[config.mk]
export PLATFORM = sky130hd
export DESIGN_NAME = qfn_div_cell
export DESIGN_NICKNAME = d
export VERILOG_FILES = /design/src/qfn_pkg.sv /design/src/qfn_div_cell.sv
export SDC_FILE = /design/constraint.sdc
export NUM_CORES = 1
export LEC_CHECK = 0
export BUFFER_PORTS_ARGS = -buffer_cell sky130_fd_sc_hd__buf_2
export CAP_MARGIN = 0
export CORE_AREA = 2 2 183 185
export CTS_BUF_LIST = sky130_fd_sc_hd__clkbuf_8
export CTS_CLUSTER_SIZE = 28
export DETAILED_ROUTE_END_ITERATION = 6
export DIE_AREA = 0 0 185 187
export GPL_ROUTABILITY_DRIVEN = 0
export PLACE_DENSITY = 0.75
export SETUP_SLACK_MARGIN = 0.15
export SYNTH_ARGS = -nofsm -noshare
export SYNTH_HDL_FRONTEND = slang
export SYNTH_SLANG_ARGS = --single-unit
[constraint.sdc]
create_clock -name clk -period 8.36 [get_ports clk]
set_clock_uncertainty 0.2 [all_clocks]
set_input_delay 1.254 -clock clk [delete_from_list [all_inputs] [get_ports clk]]
set_output_delay 1.254 -clock clk [all_outputs]
set_load 0.01 [all_outputs]
[src/qfn_pkg.sv]
// qfn_pkg: shared constants and types for the quad face normal block.
// Used by the sqrt cell, the divide cell and the top level.
// No dependencies.
package qfn_pkg;

  // Default coordinate width and the widths that follow from it
  localparam int COORD_BITS_DEF = 16;
  localparam int MAG_BITS_DEF   = 2 * (COORD_BITS_DEF + 1) + 1;
  localparam int ROOT_BITS_DEF  = MAG_BITS_DEF + 1;

  // Quotient bits per component (result magnitude is at most 32767)
  localparam int QBITS       = 15;
  localparam int SCALE_SHIFT = 15;
  localparam int NORM_BITS   = 16;

  // Per-stage control that travels down the cell chain
  typedef struct packed {
    logic       valid;
    logic       degen;
    logic [2:0] neg;
  } qfn_flags_t;

endpackage

[src/qfn_div_cell.sv]
// qfn_div_cell: one cell of the scaling divider, resolves quotient bit BIT
// for all three components against the shared length.
// Depends on qfn_pkg.
module qfn_div_cell import qfn_pkg::*; #(
  parameter int R   = ROOT_BITS_DEF,
  parameter int M   = MAG_BITS_DEF,
  parameter int BIT = QBITS - 1
) (
  input  logic                    clk,
  input  logic                    rst_n,
  input  logic                    en,
  input  qfn_flags_t              flags_i,
  input  logic [R-1:0]            len_i,
  input  logic [3*(M+QBITS)-1:0]  rem_i,
  input  logic [3*QBITS-1:0]      quo_i,
  output qfn_flags_t              flags_o,
  output logic [R-1:0]            len_o,
  output logic [3*(M+QBITS)-1:0]  rem_o,
  output logic [3*QBITS-1:0]      quo_o
);

  localparam int NW = M + QBITS;
  localparam int CW = R + QBITS;

  qfn_flags_t             flags_r;
  logic [R-1:0]           len_r;
  logic [3*NW-1:0]        rem_r, rem_nxt;
  logic [3*QBITS-1:0]     quo_r, quo_nxt;
  logic [CW-1:0]          shl_len;
  logic [CW-1:0]          rem_ext [3];
  logic [2:0]             ge;

  // Restoring step: subtract len << BIT where it fits
  always_comb begin
    shl_len = CW'(len_i) << BIT;
    rem_nxt = rem_i;
    quo_nxt = quo_i;
    for (int k = 0; k < 3; k++) begin
      rem_ext[k] = CW'(rem_i[k*NW +: NW]);
      ge[k]      = (shl_len <= rem_ext[k]);
      if (ge[k]) begin
        rem_nxt[k*NW +: NW]      = NW'(rem_ext[k] - shl_len);
        quo_nxt[k*QBITS + BIT]   = 1'b1;
      end
    end
  end

  always_ff @(posedge clk) begin
    if (!rst_n) begin
      flags_r <= '0;
    end else if (en) begin
      flags_r <= flags_i;
    end
  end

  always_ff @(posedge clk) begin
    if (en) begin
      len_r <= len_i;
      rem_r <= rem_nxt;
      quo_r <= quo_nxt;
    end
  end

  assign flags_o = flags_r;
  assign len_o   = len_r;
  assign rem_o   = rem_r;
  assign quo_o   = quo_r;

endmodule
==> key figures <==
Outcome
  – Outcome: completed

Pwr
  – Switching power: 1.083 mW
  – Leak: 7.898 nW
  – Clock network fraction of total power: 29.5%
  – Sequential Power Share: 43.5%
  – Logic gate share of total power: 27.0%
  – Sw frac: 31.44%
  – Pint: 2.362 mW
  – Worst vdd ir: 0.0001292 V
  – Pwr dens: 191.3 mW/mm^2

Worst setup path
  – CP endpoint kind: flip-flop
  – Reg2Reg Depth: 2
  – R2R Setup Slk: 7530 ps
  – Critical Path Start Type: primary input
  – Setup CP Type: in -> reg
  – Crit Path Max Fanout: 39
  – Critical path data required time: 8500 ps
  – Arrival time worst endpoint: 5100 ps

Placed design
  – HPWL after DPL: 36.69 mm
  – Pre-CTS setup slack: 2867 ps
  – Cell area after placement: 0.01724 sq mm
  – Buffers on Ports: 474

Logic synthesis
  – Unique cell type count in the Yosys netlist: 67
  – Synthesized netlist cell count: 1363
  – Yosys top cell area share: 48.06%
  – Register bit count reported by yosys: 236
  – Top-count cell post-synth: edfxtp_1
  – Top FF cell, synth: edfxtp_1
  – Cell taking the most area after synthesis: edfxtp_1
  – Mapped Nets: 1713
  – FFs w/ async S/R, synth: 0%
  – Warnings, synthesis: 0
  – Synth top area cells: edfxtp_1, ha_1, o21ai_0
  – Post-synth EDFFs: 231
  – Most common library cells after synthesis: edfxtp_1, nand2_1, o21ai_0
  – Mapped Area: 0.01443 sq mm
  – Seq/Total Area, Yosys: 48.75%
  – Avg Cell Area, Syn: 10.59 sq um

GRT
  – GRT overflow: 0
  – GR Layer Usage met3: 6.055%
  – Largest net degree at the start of global routing: 93
  – GRT met1 Usage: 29.24%
  – Vias in the first global route: 12700
  – Initial antenna violation count: 9
  – First-pass GRT wire length: 68.54 mm
  – GR peak layer: met2
  – Global Route met2 Usage: 44.70%
  – Total global-route track usage: 26.07%

Clock network
  – Clock sinks: 236
  – Postcts setup bufs: 0
  – Clock transition at path regs: 60 ps
  – Worst-Skew Late Latency: 570 ps
  – Cts repair resizes: 0
  – Root buffer cell: clkbuf_8
  – Total CTS buffers: 42
  – CTS tree: done
  – Clk buf depth: 3
  – H-Tree Depth: 2
  – Post-CTS Hold Buffers: 0

Finish
  – Core Util, Final: 54.80%
  – Number of fill cells in the layout: 2891
  – Final #Nets: 2186
  – Share of cells above drive strength 1: 29.35%
  – Final Cell Area: 0.01801 sq mm
  – Syn-to-layout area delta: 24.77%

Die
  – Initial Util: 43.92%
  – FP Rows: 67
  – Die height: 187 um
  – Num ports: 475
  – Core Area: 0.03286 sq mm
  – Die X: 185 um
  – Die area: 0.03460 sq mm

Drt
  – Iter 0 DRT Violations: 820
  – Number of routed nets with antenna violations: 0
  – Via density: 5.586
  – Residual DRC count: 0
  – Vias: 12940
  – Routed len/inst: 20.03 um
  – Routed WL: 46.40 mm
  – Detailed Routing Iterations Pass 1: 6

STA
  – RSZ-0062 raised after global routing: no
  – Slew @ Worst Pin: 1062 ps
  – Worst slew margin: 29.19%
  – Tmin final: 4959 ps
  – Fmax achieved: 201.6 MHz
  – Fin. Hold Viols: 0
  – Setup violations, final: 0
  – Setup TNS: 0 ps
  – Fin crit share: 59.32%
  – Max-slew violation count: 0
  – Final hold slack: 317.6 ps
  – Final worst slack: 3401 ps

Worst hold path
  – Hold path cells: 2
  – Worst Hold Class: reg -> reg

Flow run
  – Max-Cap Viols: 0
-- critical path: stages --
cell and delay, ps:
buf_2 170, ha_1 190, inv_1 50, fa_1 420, a211oi_1 290, o31ai_1 170, a211oi_1 250, buf_4 170
nor3_1 40, o21ai_1 220, a21oi_1 210, a41oi_4 830, buf_4 440, mux2_1 360
-- through the flow --
| stage | power [mW] | std cells |
|---|---|---|
| 2_1_floorplan | 2.075 | 1363 |
| 3_3_place_gp | 2.422 | 2240 |
| 3_5_place_dp | 2.439 | 2240 |
| 4_1_cts | 3.473 | 2312 |
| 5_1_grt | 3.618 | 2316 |
| 6_report | 3.445 | 2317 |
-- area by class of cell --
class	instances	area, sq um	area share (%)
repair buffers	481	2435	13.52
well taps	448	560.5	3.113
flip-flops and latches	236	7037	39.07
multi-input cells	1012	6967	38.69
inverters	63	236.5	1.313
diodes	5	12.51	0.06948
clock buffers	42	578.1	3.210
clock inverters	30	182.7	1.014
-- registers in the layout (all words and copies together) (netlist names) --
| signal | flops |
|---|---|
| rem_o | 150 |
| quo_o | 45 |
| len_o | 36 |
| flags_o | 5 |
-- placed cells by master, fill, tap and decap left out, types with 5 or more instances in the layout --
cell type,instances
edfxtp_1,231
nand4_1,30
nand3_1,24
a211o_1,7
and2_1,7
mux2_1,41
nor2b_1,13
a31oi_1,11
a21oi_1,111
o31ai_1,8
nor2_1,59
clkinv_1,11
o21a_1,9
nor3_1,23
o21ai_0,116
ha_1,108
inv_1,73
xnor2_1,51
diode_2,5
nand2_1,152
clkbuf_8,42
a41oi_1,5
buf_2,473
o31a_1,5
and3_1,6
o21bai_1,19
o211ai_1,8
nor4_1,13
a21o_1,39
o21ai_1,13
buf_4,7
o41ai_1,6
nand2b_1,9
mux2i_1,7
xor2_1,44
a211oi_1,16
dfxtp_1,5
-- layer usage --
layer  share of wire [%]  vias up
met2                  48      645
met1                  38     6080
met3                 8.0      136
li1                    -     6075
met5               0.088        -
met4                 6.0        6
-- worst paths after layout --
| kind | start | endpoint |
|---|---|---|
| max | len_i[0] | rem_o[74]$_DFFE_PP_ |
| min | flags_o[1]$_SDFFE_PN0P_ | flags_o[1]$_SDFFE_PN0P_ |
| max reg2reg | flags_o[2]$_SDFFE_PN0P_ | flags_o[2]$_SDFFE_PN0P_ |
| min reg2reg | flags_o[1]$_SDFFE_PN0P_ | flags_o[1]$_SDFFE_PN0P_ |
-- cells by family (layout without fill, tap and decap cells) --
group                    after synthesis  after routing  share of synthesized area (%)
multiplexers                          48             48                          3.684
XOR/XNOR                              95             95                          5.765
other                                  0              5                              0
flip-flops                           236            236                          48.75
buffers and inverters                115            616                          3.121
AO/OA/AOI/OAI                        405            405                          17.50
AND/OR/NAND/NOR                      353            353                          11.40
adder cells (fa/ha/maj)              111            111                          9.778
-- power groups by stage --
stage	sequential [mW]	clock (mW)	combinational (mW)
final	1.50	1.02	0.931
after global routing	1.51	1.09	1.02
after CTS	1.50	1.05	0.923
after detailed placement	1.52	0	0.918
after global placement	1.52	0	0.901
after floorplan	1.59	0	0.488
Power figures use the tool's default switching activity.
