[config.mk]
export PLATFORM = sky130hd
export DESIGN_NAME = qfn_sqrt_cell
export DESIGN_NICKNAME = d
export VERILOG_FILES = /design/src/qfn_pkg.sv /design/src/qfn_sqrt_cell.sv
export SDC_FILE = /design/constraint.sdc
export NUM_CORES = 1
export LEC_CHECK = 0
export BUFFER_PORTS_ARGS = -buffer_cell sky130_fd_sc_hd__buf_2
export CORE_AREA = 2 2 204 206
export CTS_CLUSTER_DIAMETER = 100
export DETAILED_ROUTE_END_ITERATION = 10
export DIE_AREA = 0 0 206 208
export PLACE_DENSITY = 0.61
export SYNTH_ARGS = -nofsm -noshare
export SYNTH_HDL_FRONTEND = slang
export SYNTH_SLANG_ARGS = --single-unit
[constraint.sdc]
create_clock -name clk -period 3.2 [get_ports clk]
set_input_delay 0.64 -clock clk [delete_from_list [all_inputs] [get_ports clk]]
set_output_delay 0.64 -clock clk [all_outputs]
set_load 0.01 [all_outputs]
[src/qfn_pkg.sv]
// qfn_pkg: shared constants and types for the quad face normal block.
// Used by the sqrt cell, the divide cell and the top level.
// No dependencies.
package qfn_pkg;

  // Default coordinate width and the widths that follow from it
  localparam int COORD_BITS_DEF = 16;
  localparam int MAG_BITS_DEF   = 2 * (COORD_BITS_DEF + 1) + 1;
  localparam int ROOT_BITS_DEF  = MAG_BITS_DEF + 1;

  // Quotient bits per component (result magnitude is at most 32767)
  localparam int QBITS       = 15;
  localparam int SCALE_SHIFT = 15;
  localparam int NORM_BITS   = 16;

  // Per-stage control that travels down the cell chain
  typedef struct packed {
    logic       valid;
    logic       degen;
    logic [2:0] neg;
  } qfn_flags_t;

endpackage

[src/qfn_sqrt_cell.sv]
// qfn_sqrt_cell: one cell of the square root chain, resolves one root bit.
// Radix-2 restoring digit recurrence; carries the component magnitudes along.
// Depends on qfn_pkg.
module qfn_sqrt_cell import qfn_pkg::*; #(
  parameter int R = ROOT_BITS_DEF,
  parameter int M = MAG_BITS_DEF
) (
  input  logic               clk,
  input  logic               rst_n,
  input  logic               en,
  input  qfn_flags_t         flags_i,
  input  logic [2*R-1:0]     rad_i,
  input  logic [R+2:0]       rem_i,
  input  logic [R-1:0]       root_i,
  input  logic [3*M-1:0]     mag_i,
  output qfn_flags_t         flags_o,
  output logic [2*R-1:0]     rad_o,
  output logic [R+2:0]       rem_o,
  output logic [R-1:0]       root_o,
  output logic [3*M-1:0]     mag_o
);

  localparam int SW = 2 * R;
  localparam int RW = R + 3;

  qfn_flags_t      flags_r;
  logic [SW-1:0]   rad_r;
  logic [RW-1:0]   rem_r, rem_nxt;
  logic [R-1:0]    root_r, root_nxt;
  logic [3*M-1:0]  mag_r;
  logic [RW-1:0]   rem_sh, trial;
  logic            ge;

  // Bring down the next two radicand bits and try root*4+1
  always_comb begin
    rem_sh   = {rem_i[RW-3:0], rad_i[SW-1 -: 2]};
    trial    = {1'b0, root_i, 2'b01};
    ge       = (rem_sh >= trial);
    rem_nxt  = ge ? (rem_sh - trial) : rem_sh;
    root_nxt = {root_i[R-2:0], ge};
  end

  always_ff @(posedge clk) begin
    if (!rst_n) begin
      flags_r <= '0;
    end else if (en) begin
      flags_r <= flags_i;
    end
  end

  always_ff @(posedge clk) begin
    if (en) begin
      rad_r  <= {rad_i[SW-3:0], 2'b00};
      rem_r  <= rem_nxt;
      root_r <= root_nxt;
      mag_r  <= mag_i;
    end
  end

  assign flags_o = flags_r;
  assign rad_o   = rad_r;
  assign rem_o   = rem_r;
  assign root_o  = root_r;
  assign mag_o   = mag_r;

endmodule

==> results of run 1 <==
## logic make-up (layout without fill, tap and decap cells)
family                     after synthesis  in the layout
buffers and inverters                   73            714
xor gates and xnor gates                31             31
DFF                                    255            255
other                                    1              4
AOI/OAI and AO/OA                      155            155
and+or+nand+nor                        140            140
muxes                                    9              9
adders and majority gates               38             38
## cell usage after synthesis, types with 4 or more instances
cell type  instances  area [um2]
nand4_1           11        68.8
nand2_1           59         221
o21ai_1            6        30.0
a21oi_1           39         195
o21bai_1           9        67.6
nor2b_1           11        68.8
edfxtp_1         250        7510
a21o_1            16         120
a21oi_2            4        35.0
mux2i_1            7        70.1
nor3_1             9        45.0
buf_2             10        50.1
nor2_1            23        86.3
clkbuf_1           7        26.3
dfxtp_1            5         100
nand2b_1           5        31.3
xnor2_1           20         175
o21ai_0           44         220
ha_1              38         475
nand3_1            8        40.0
o211ai_1           4        30.0
inv_1             51         191
xor2_1            11        96.3
## flip-flops by register name, indices dropped and copies added, names as in the netlist
| register | flops |
|---|---|
| flags_o | 5 |
| mag_o | 105 |
| rad_o | 70 |
| rem_o | 39 |
| root_o | 36 |
## final timing paths
check                                 end               startpoint
hold / removal        rad_o[55]$_DFFE_PP_                rad_i[53]
setup / recovery      rem_o[27]$_DFFE_PP_                root_i[1]
setup reg to reg  flags_o[1]$_SDFFE_PN0P_  flags_o[1]$_SDFFE_PN0P_
hold reg to reg   flags_o[4]$_SDFFE_PN0P_  flags_o[4]$_SDFFE_PN0P_
## power groups by stage
stage / clock (uW) / combinational (uW) / sequential, uW
finish: 3170 / 1500 / 4100
global route: 3410 / 1640 / 4120
CTS: 3280 / 1520 / 4100
floorplan: 0 / 486 / 4340
detailed placement: 0 / 1520 / 4170
global placement: 0 / 1500 / 4160
## per-stage QoR
step | setup TNS [ps] | cell area (um2) | total power [uW]
floorplan | 0 | 10500 | 4830
global placement | -5010 | 14400 | 5660
detailed placement | -5410 | 14400 | 5690
CTS | 0 | 15300 | 8910
global route | 0 | 15300 | 9170
finish | 0 | 15300 | 8770
## per-layer routing
metal | vias up | part of all wire (%) | global-route usage, %
met5 | - | 0.036 | 0
met4 | 2 | 2.7 | 4.46
met3 | 59 | 8.2 | 3.87
met2 | 304 | 53 | 27.6
met1 | 3854 | 36 | 15.4
li1 | 3874 | - | -
## worst register-to-register path: cells and delay by family (launching register included)
family	cells	cell delay (ps)
muxes	1	130
and+or+nand+nor	1	60
DFF	1	320
## area by class of cell
class                      instances  area share [%]
clock inverter                    15           0.931
sequential                       255            49.7
timing repair buffer             611            21.9
antenna                            2          0.0327
multi-input combinational        375            16.9
clock buffer                      37            5.00
tap                              532            4.35
inverter                          51            1.25
## layout by cell type, fill, tap and decap left out, types with 16 or more instances in the layout
master and n:
a21o_1 16, a21oi_1 39, buf_2 511, buf_4 96, clkbuf_16 29, edfxtp_1 250, ha_1 38, inv_1 51
nand2_1 59, nor2_1 23, o21ai_0 44, xnor2_1 20
==> flow_summary.json, run 1 <==
{
  "cp_max_fo": 3,
  "criticalPathCategory": "in2reg",
  "path_buf_inv": 4,
  "num_io_pins": 517,
  "cts-root-buf": "clkbuf_16",
  "max_stage_delay_ps": 330,
  "p_seq_share_pct": 46.7,
  "cts_resized": 0,
  "finalWorstSetupSlack_ps": 346,
  "slowest_stage": "o2111ai_1",
  "synth_area_um2": 10500,
  "min-delay-path-class": "in2reg",
  "h-tree-depth": 1,
  "place_inst": 1824,
  "cp_cell_sequence": "buf_2, inv_1, ha_1, buf_4, nor3_1, a221oi_2, o2111ai_1, nand2_1, a21oi_1, o21ai_0, buf_4, a41oi_1, xor2_1, o21ai_0",
  "syn2layout_area_growth_pct": 45.9,
  "numCtsBuffers": 28,
  "final_cells": 1878,
  "skew_ps": 0,
  "switching_power_uw": 2230,
  "ys_ff_latch": 255,
  "overflow": 0,
  "row_count": 74,
  "grt_setup_unrepaired": "no",
  "hold_buffers": 0,
  "final_layout_size_suffix_gt1_share_pct": 50.1,
  "synth_ff_type": "edfxtp_1",
  "crit_cells": 14,
  "initial_core_util_pct": 25.9,
  "status": "finished, final reports clean",
  "synth_seq_area_share_pct": 72.5,
  "grt_pass1_vias": 8330,
  "rrSetupSlack_ps": 2590,
  "synthMuxAreaShare_pct": 0.882,
  "gp_congestion": 0.838,
  "antenna_found_initial": 7,
  "grt_pass1_wl_um": 47900,
  "initialDrtViolationCount": 443,
  "post-route-period-util_pct": 89.2,
  "die_h_um": 208,
  "fin_crit_ps": 2850,
  "relSlewSlack_pct": 58.4,
  "grt_max_degree": 71,
  "min_path_cells": 1,
  "finish.utilization_pct": 37.8,
  "synth-simple-area-share_pct": 6.53,
  "routed_via_density": 4.31,
  "cp.required_ps": 3480,
  "maxSlewViolCount": 0,
  "async_flop_share_pct": 0,
  "path_clk_slew_ps": 60,
  "die-width_um": 206,
  "synthAdderAreaFrac_pct": 4.53,
  "first_pass_iters": 4,
  "final_nets": 1620,
  "ir_drop_mv": 0.378,
  "synth_top_family_by_area": "compound AO/OA/AOI/OAI gates",
  "swShare_pct": 25.4,
  "place_ws_ps": -206,
  "clkPwrFrac_pct": 36.2,
  "start_kind": "input pin",
  "drc": 0,
  "synth_cell_types": 63,
  "end_kind": "register",
  "wl_um": 33100,
  "fmax_mhz": 350,
  "core_um2": 40600,
  "rr_worst_depth": 2,
  "synth_xor_area_share_pct": 2.59,
  "avgSynthCellArea_um2": 15.0,
  "hold_ws_ps": 259,
  "synth_edf_count": 250,
  "vias": 8093,
  "power_density_nw_per_um2": 572,
  "cts_setup_buffers": 0,
  "track_usage_pct": 14.5,
  "max_slew.worst_pin.slew_ps": 618,
  "insertion_delay_ps": 550,
  "cp.arrival_ps": 3130,
  "die_area_um2": 42800,
  "multi_input_area_um2": 2590,
  "dp_hpwl_um": 26900,
  "drv_cap": 0,
  "ctsLongestPathBuffers": 3,
  "finalSetupViolCount": 0,
  "p_leak_uw": 0.00676,
  "wl_per_cell_um": 17.6,
  "cts_tree": "done",
  "post_synth_inst_count": 702,
  "p_int_uw": 6540,
  "postRouteAntennaNets": 0,
  "pwr-share-comb_pct": 17.1,
  "cts.sinks": 255,
  "synth-compound-area-share_pct": 10.0,
  "crit_family": "compound AO/OA/AOI/OAI gates",
  "ys.warnings.count": 0,
  "finalHoldViolations": 0,
  "fill_cells": 3958,
  "io_buffers": 512,
  "seq_area_um2": 7610
}
(Power assumes the default switching activity.)
==> run 2: changes to the inputs <==
--- a/config.mk
+++ b/config.mk
@@ -5,12 +5,14 @@
 export SDC_FILE = /design/constraint.sdc
 export NUM_CORES = 1
 export LEC_CHECK = 0
+export ABC_AREA = 0
 export BUFFER_PORTS_ARGS = -buffer_cell sky130_fd_sc_hd__buf_2
 export CORE_AREA = 2 2 204 206
 export CTS_CLUSTER_DIAMETER = 100
 export DETAILED_ROUTE_END_ITERATION = 10
 export DIE_AREA = 0 0 206 208
 export PLACE_DENSITY = 0.61
+export RECOVER_POWER = 50
 export SYNTH_ARGS = -nofsm -noshare
 export SYNTH_HDL_FRONTEND = slang
 export SYNTH_SLANG_ARGS = --single-unit
==> run 2 against run 1 <==
Effect of this change:
- the run now ends with capacitance limit, slew limit left
- combinational power about the same
- clock power about the same
- fmax decreased by 0.80%
- die area unchanged
- global-route usage unchanged
- core utilization decreased by 0.20 points
- critical endpoint unchanged
- largest cell class unchanged
- highest routed layer unchanged
==> flow_summary.json, run 2 (synthesis gave the netlist of run 1 again) <==
{
  "highest_layer": "met5",
  "core_um2": 40600,
  "path_buf_inv": 4,
  "end_kind": "register",
  "antenna_found_initial": 7,
  "min-delay-path-class": "in2reg",
  "route.met3.wl_um": 2690,
  "cts_tree": "done",
  "layout_common_cells": "buf_2, edfxtp_1, buf_4",
  "syn2layout_area_growth_pct": 45.2,
  "insertion_delay_ps": 550,
  "die-width_um": 206,
  "cp.arrival_ps": 3160,
  "final_common_cell": "buf_2",
  "fmax_mhz": 348,
  "max_slew.worst_pin.slew_ps": 1850,
  "io_buffers": 512,
  "maxSlewViolCount": 71,
  "fin_crit_ps": 2880,
  "initialDrtViolationCount": 461,
  "wl_met1_um": 12000,
  "final_nets": 1620,
  "wl_per_cell_um": 17.6,
  "failed_checks": "capacitance limit, slew limit",
  "ir_drop_mv": 0.377,
  "power.total_uw": 8760,
  "hold_buffers": 0,
  "path_clk_slew_ps": 60,
  "initial_core_util_pct": 25.9,
  "grt_pass1_vias": 8330,
  "dr_wl_met2_um": 17500,
  "numCtsBuffers": 28,
  "post-route-period-util_pct": 89.9,
  "fill_cells": 3985,
  "max_stage_delay_ps": 330,
  "drv_cap": 1,
  "postRouteAntennaNets": 0,
  "status": "finished, violations left",
  "finalHoldViolations": 0,
  "relSlewSlack_pct": -23.3,
  "p_leak_uw": 0.00667,
  "track_usage_pct": 14.5,
  "largest_reg_flops": 105,
  "die_area_um2": 42800,
  "grt_setup_unrepaired": "no",
  "dp_hpwl_um": 26900,
  "final_cells": 1878,
  "crit_family": "compound AO/OA/AOI/OAI gates",
  "skew_ps": 0,
  "grt_max_degree": 71,
  "cts-root-buf": "clkbuf_16",
  "cp.required_ps": 3480,
  "routed_via_density": 4.30,
  "cts.sinks": 255,
  "ctsLongestPathBuffers": 3,
  "first_pass_iters": 5,
  "wl_um": 33100,
  "drc": 0,
  "cts_setup_buffers": 0,
  "place_inst": 1824,
  "final_layout_size_suffix_gt1_share_pct": 48.1,
  "h-tree-depth": 1,
  "gp_congestion": 0.838,
  "overflow": 0,
  "cts_resized": 0,
  "criticalPathCategory": "in2reg",
  "cp_max_fo": 3,
  "vias": 8083,
  "row_count": 74,
  "num_io_pins": 517,
  "die_h_um": 208,
  "cp_cell_sequence": "clkbuf_1, inv_1, ha_1, buf_4, nor3_1, a221oi_2, o2111ai_1, nand2_1, a21oi_1, o21ai_0, buf_4, a41oi_1, xor2_1, o21ai_0",
  "slowest_stage": "o2111ai_1",
  "finalSetupViolCount": 0,
  "power_density_nw_per_um2": 575,
  "start_kind": "input pin",
  "grt_pass1_wl_um": 47900
}
[run 2: worst paths after layout]
check / depth (start not counted) / endpoint / slack [ps] / startpoint
hold reg to reg: 2 / flags_o[4]$_SDFFE_PN0P_ / 510 / flags_o[4]$_SDFFE_PN0P_
setup reg to reg: 2 / flags_o[1]$_SDFFE_PN0P_ / 2560 / flags_o[1]$_SDFFE_PN0P_
setup / recovery: 14 / rem_o[27]$_DFFE_PP_ / 320 / root_i[1]
hold / removal: 1 / rad_o[55]$_DFFE_PP_ / 260 / rad_i[53]
[run 2: stage by stage]
step | area (um2) | setup slack [ps] | hold slack (ps) | TNS [ps] | util (%)
finish | 15200 | 323 | 258 | 0 | 37.6
global route | 15200 | 97.3 | 219 | 0 | 37.6
CTS | 15300 | 362 | 224 | 0 | 37.8
detailed placement | 14400 | -206 | 496 | -5410 | 35.5
global placement | 14400 | -202 | 494 | -5010 | 35.5
floorplan | 10500 | 135 | 539 | 0 | -
[run 2: cell type report]
type	count	area, um2	share of cell area [%]
inverters	51	191	1.26
well taps	532	666	4.37
diodes	2	5.00	0.0328
repair buffers	611	3270	21.5
multi-input cells	375	2590	17.0
flip-flops and latches	255	7610	49.9
clock inverters	15	143	0.936
clock buffers	37	766	5.03
[run 2: power breakdown]
part | switching (uW) | total, uW | leakage [uW] | internal (uW)
combinational | 830 | 1490 | 0.00374 | 656
sequential | 74.3 | 4100 | 0.00249 | 4030
clock | 1320 | 3180 | 0.000444 | 1850
total | 2230 | 8760 | 0.00667 | 6540
[run 2: routing by layer]
| metal | GRT usage [%] | vias up |
|---|---|---|
| met4 | 4.46 | 2 |
| li1 | - | 3874 |
| met5 | 0 | - |
| met1 | 15.4 | 3848 |
| met3 | 3.87 | 58 |
| met2 | 27.6 | 301 |
[run 2: worst register-to-register path: stages, from the launching register on]
cell and delay, ps:
dfxtp_1 350, mux2i_1 80, nor2b_1 150
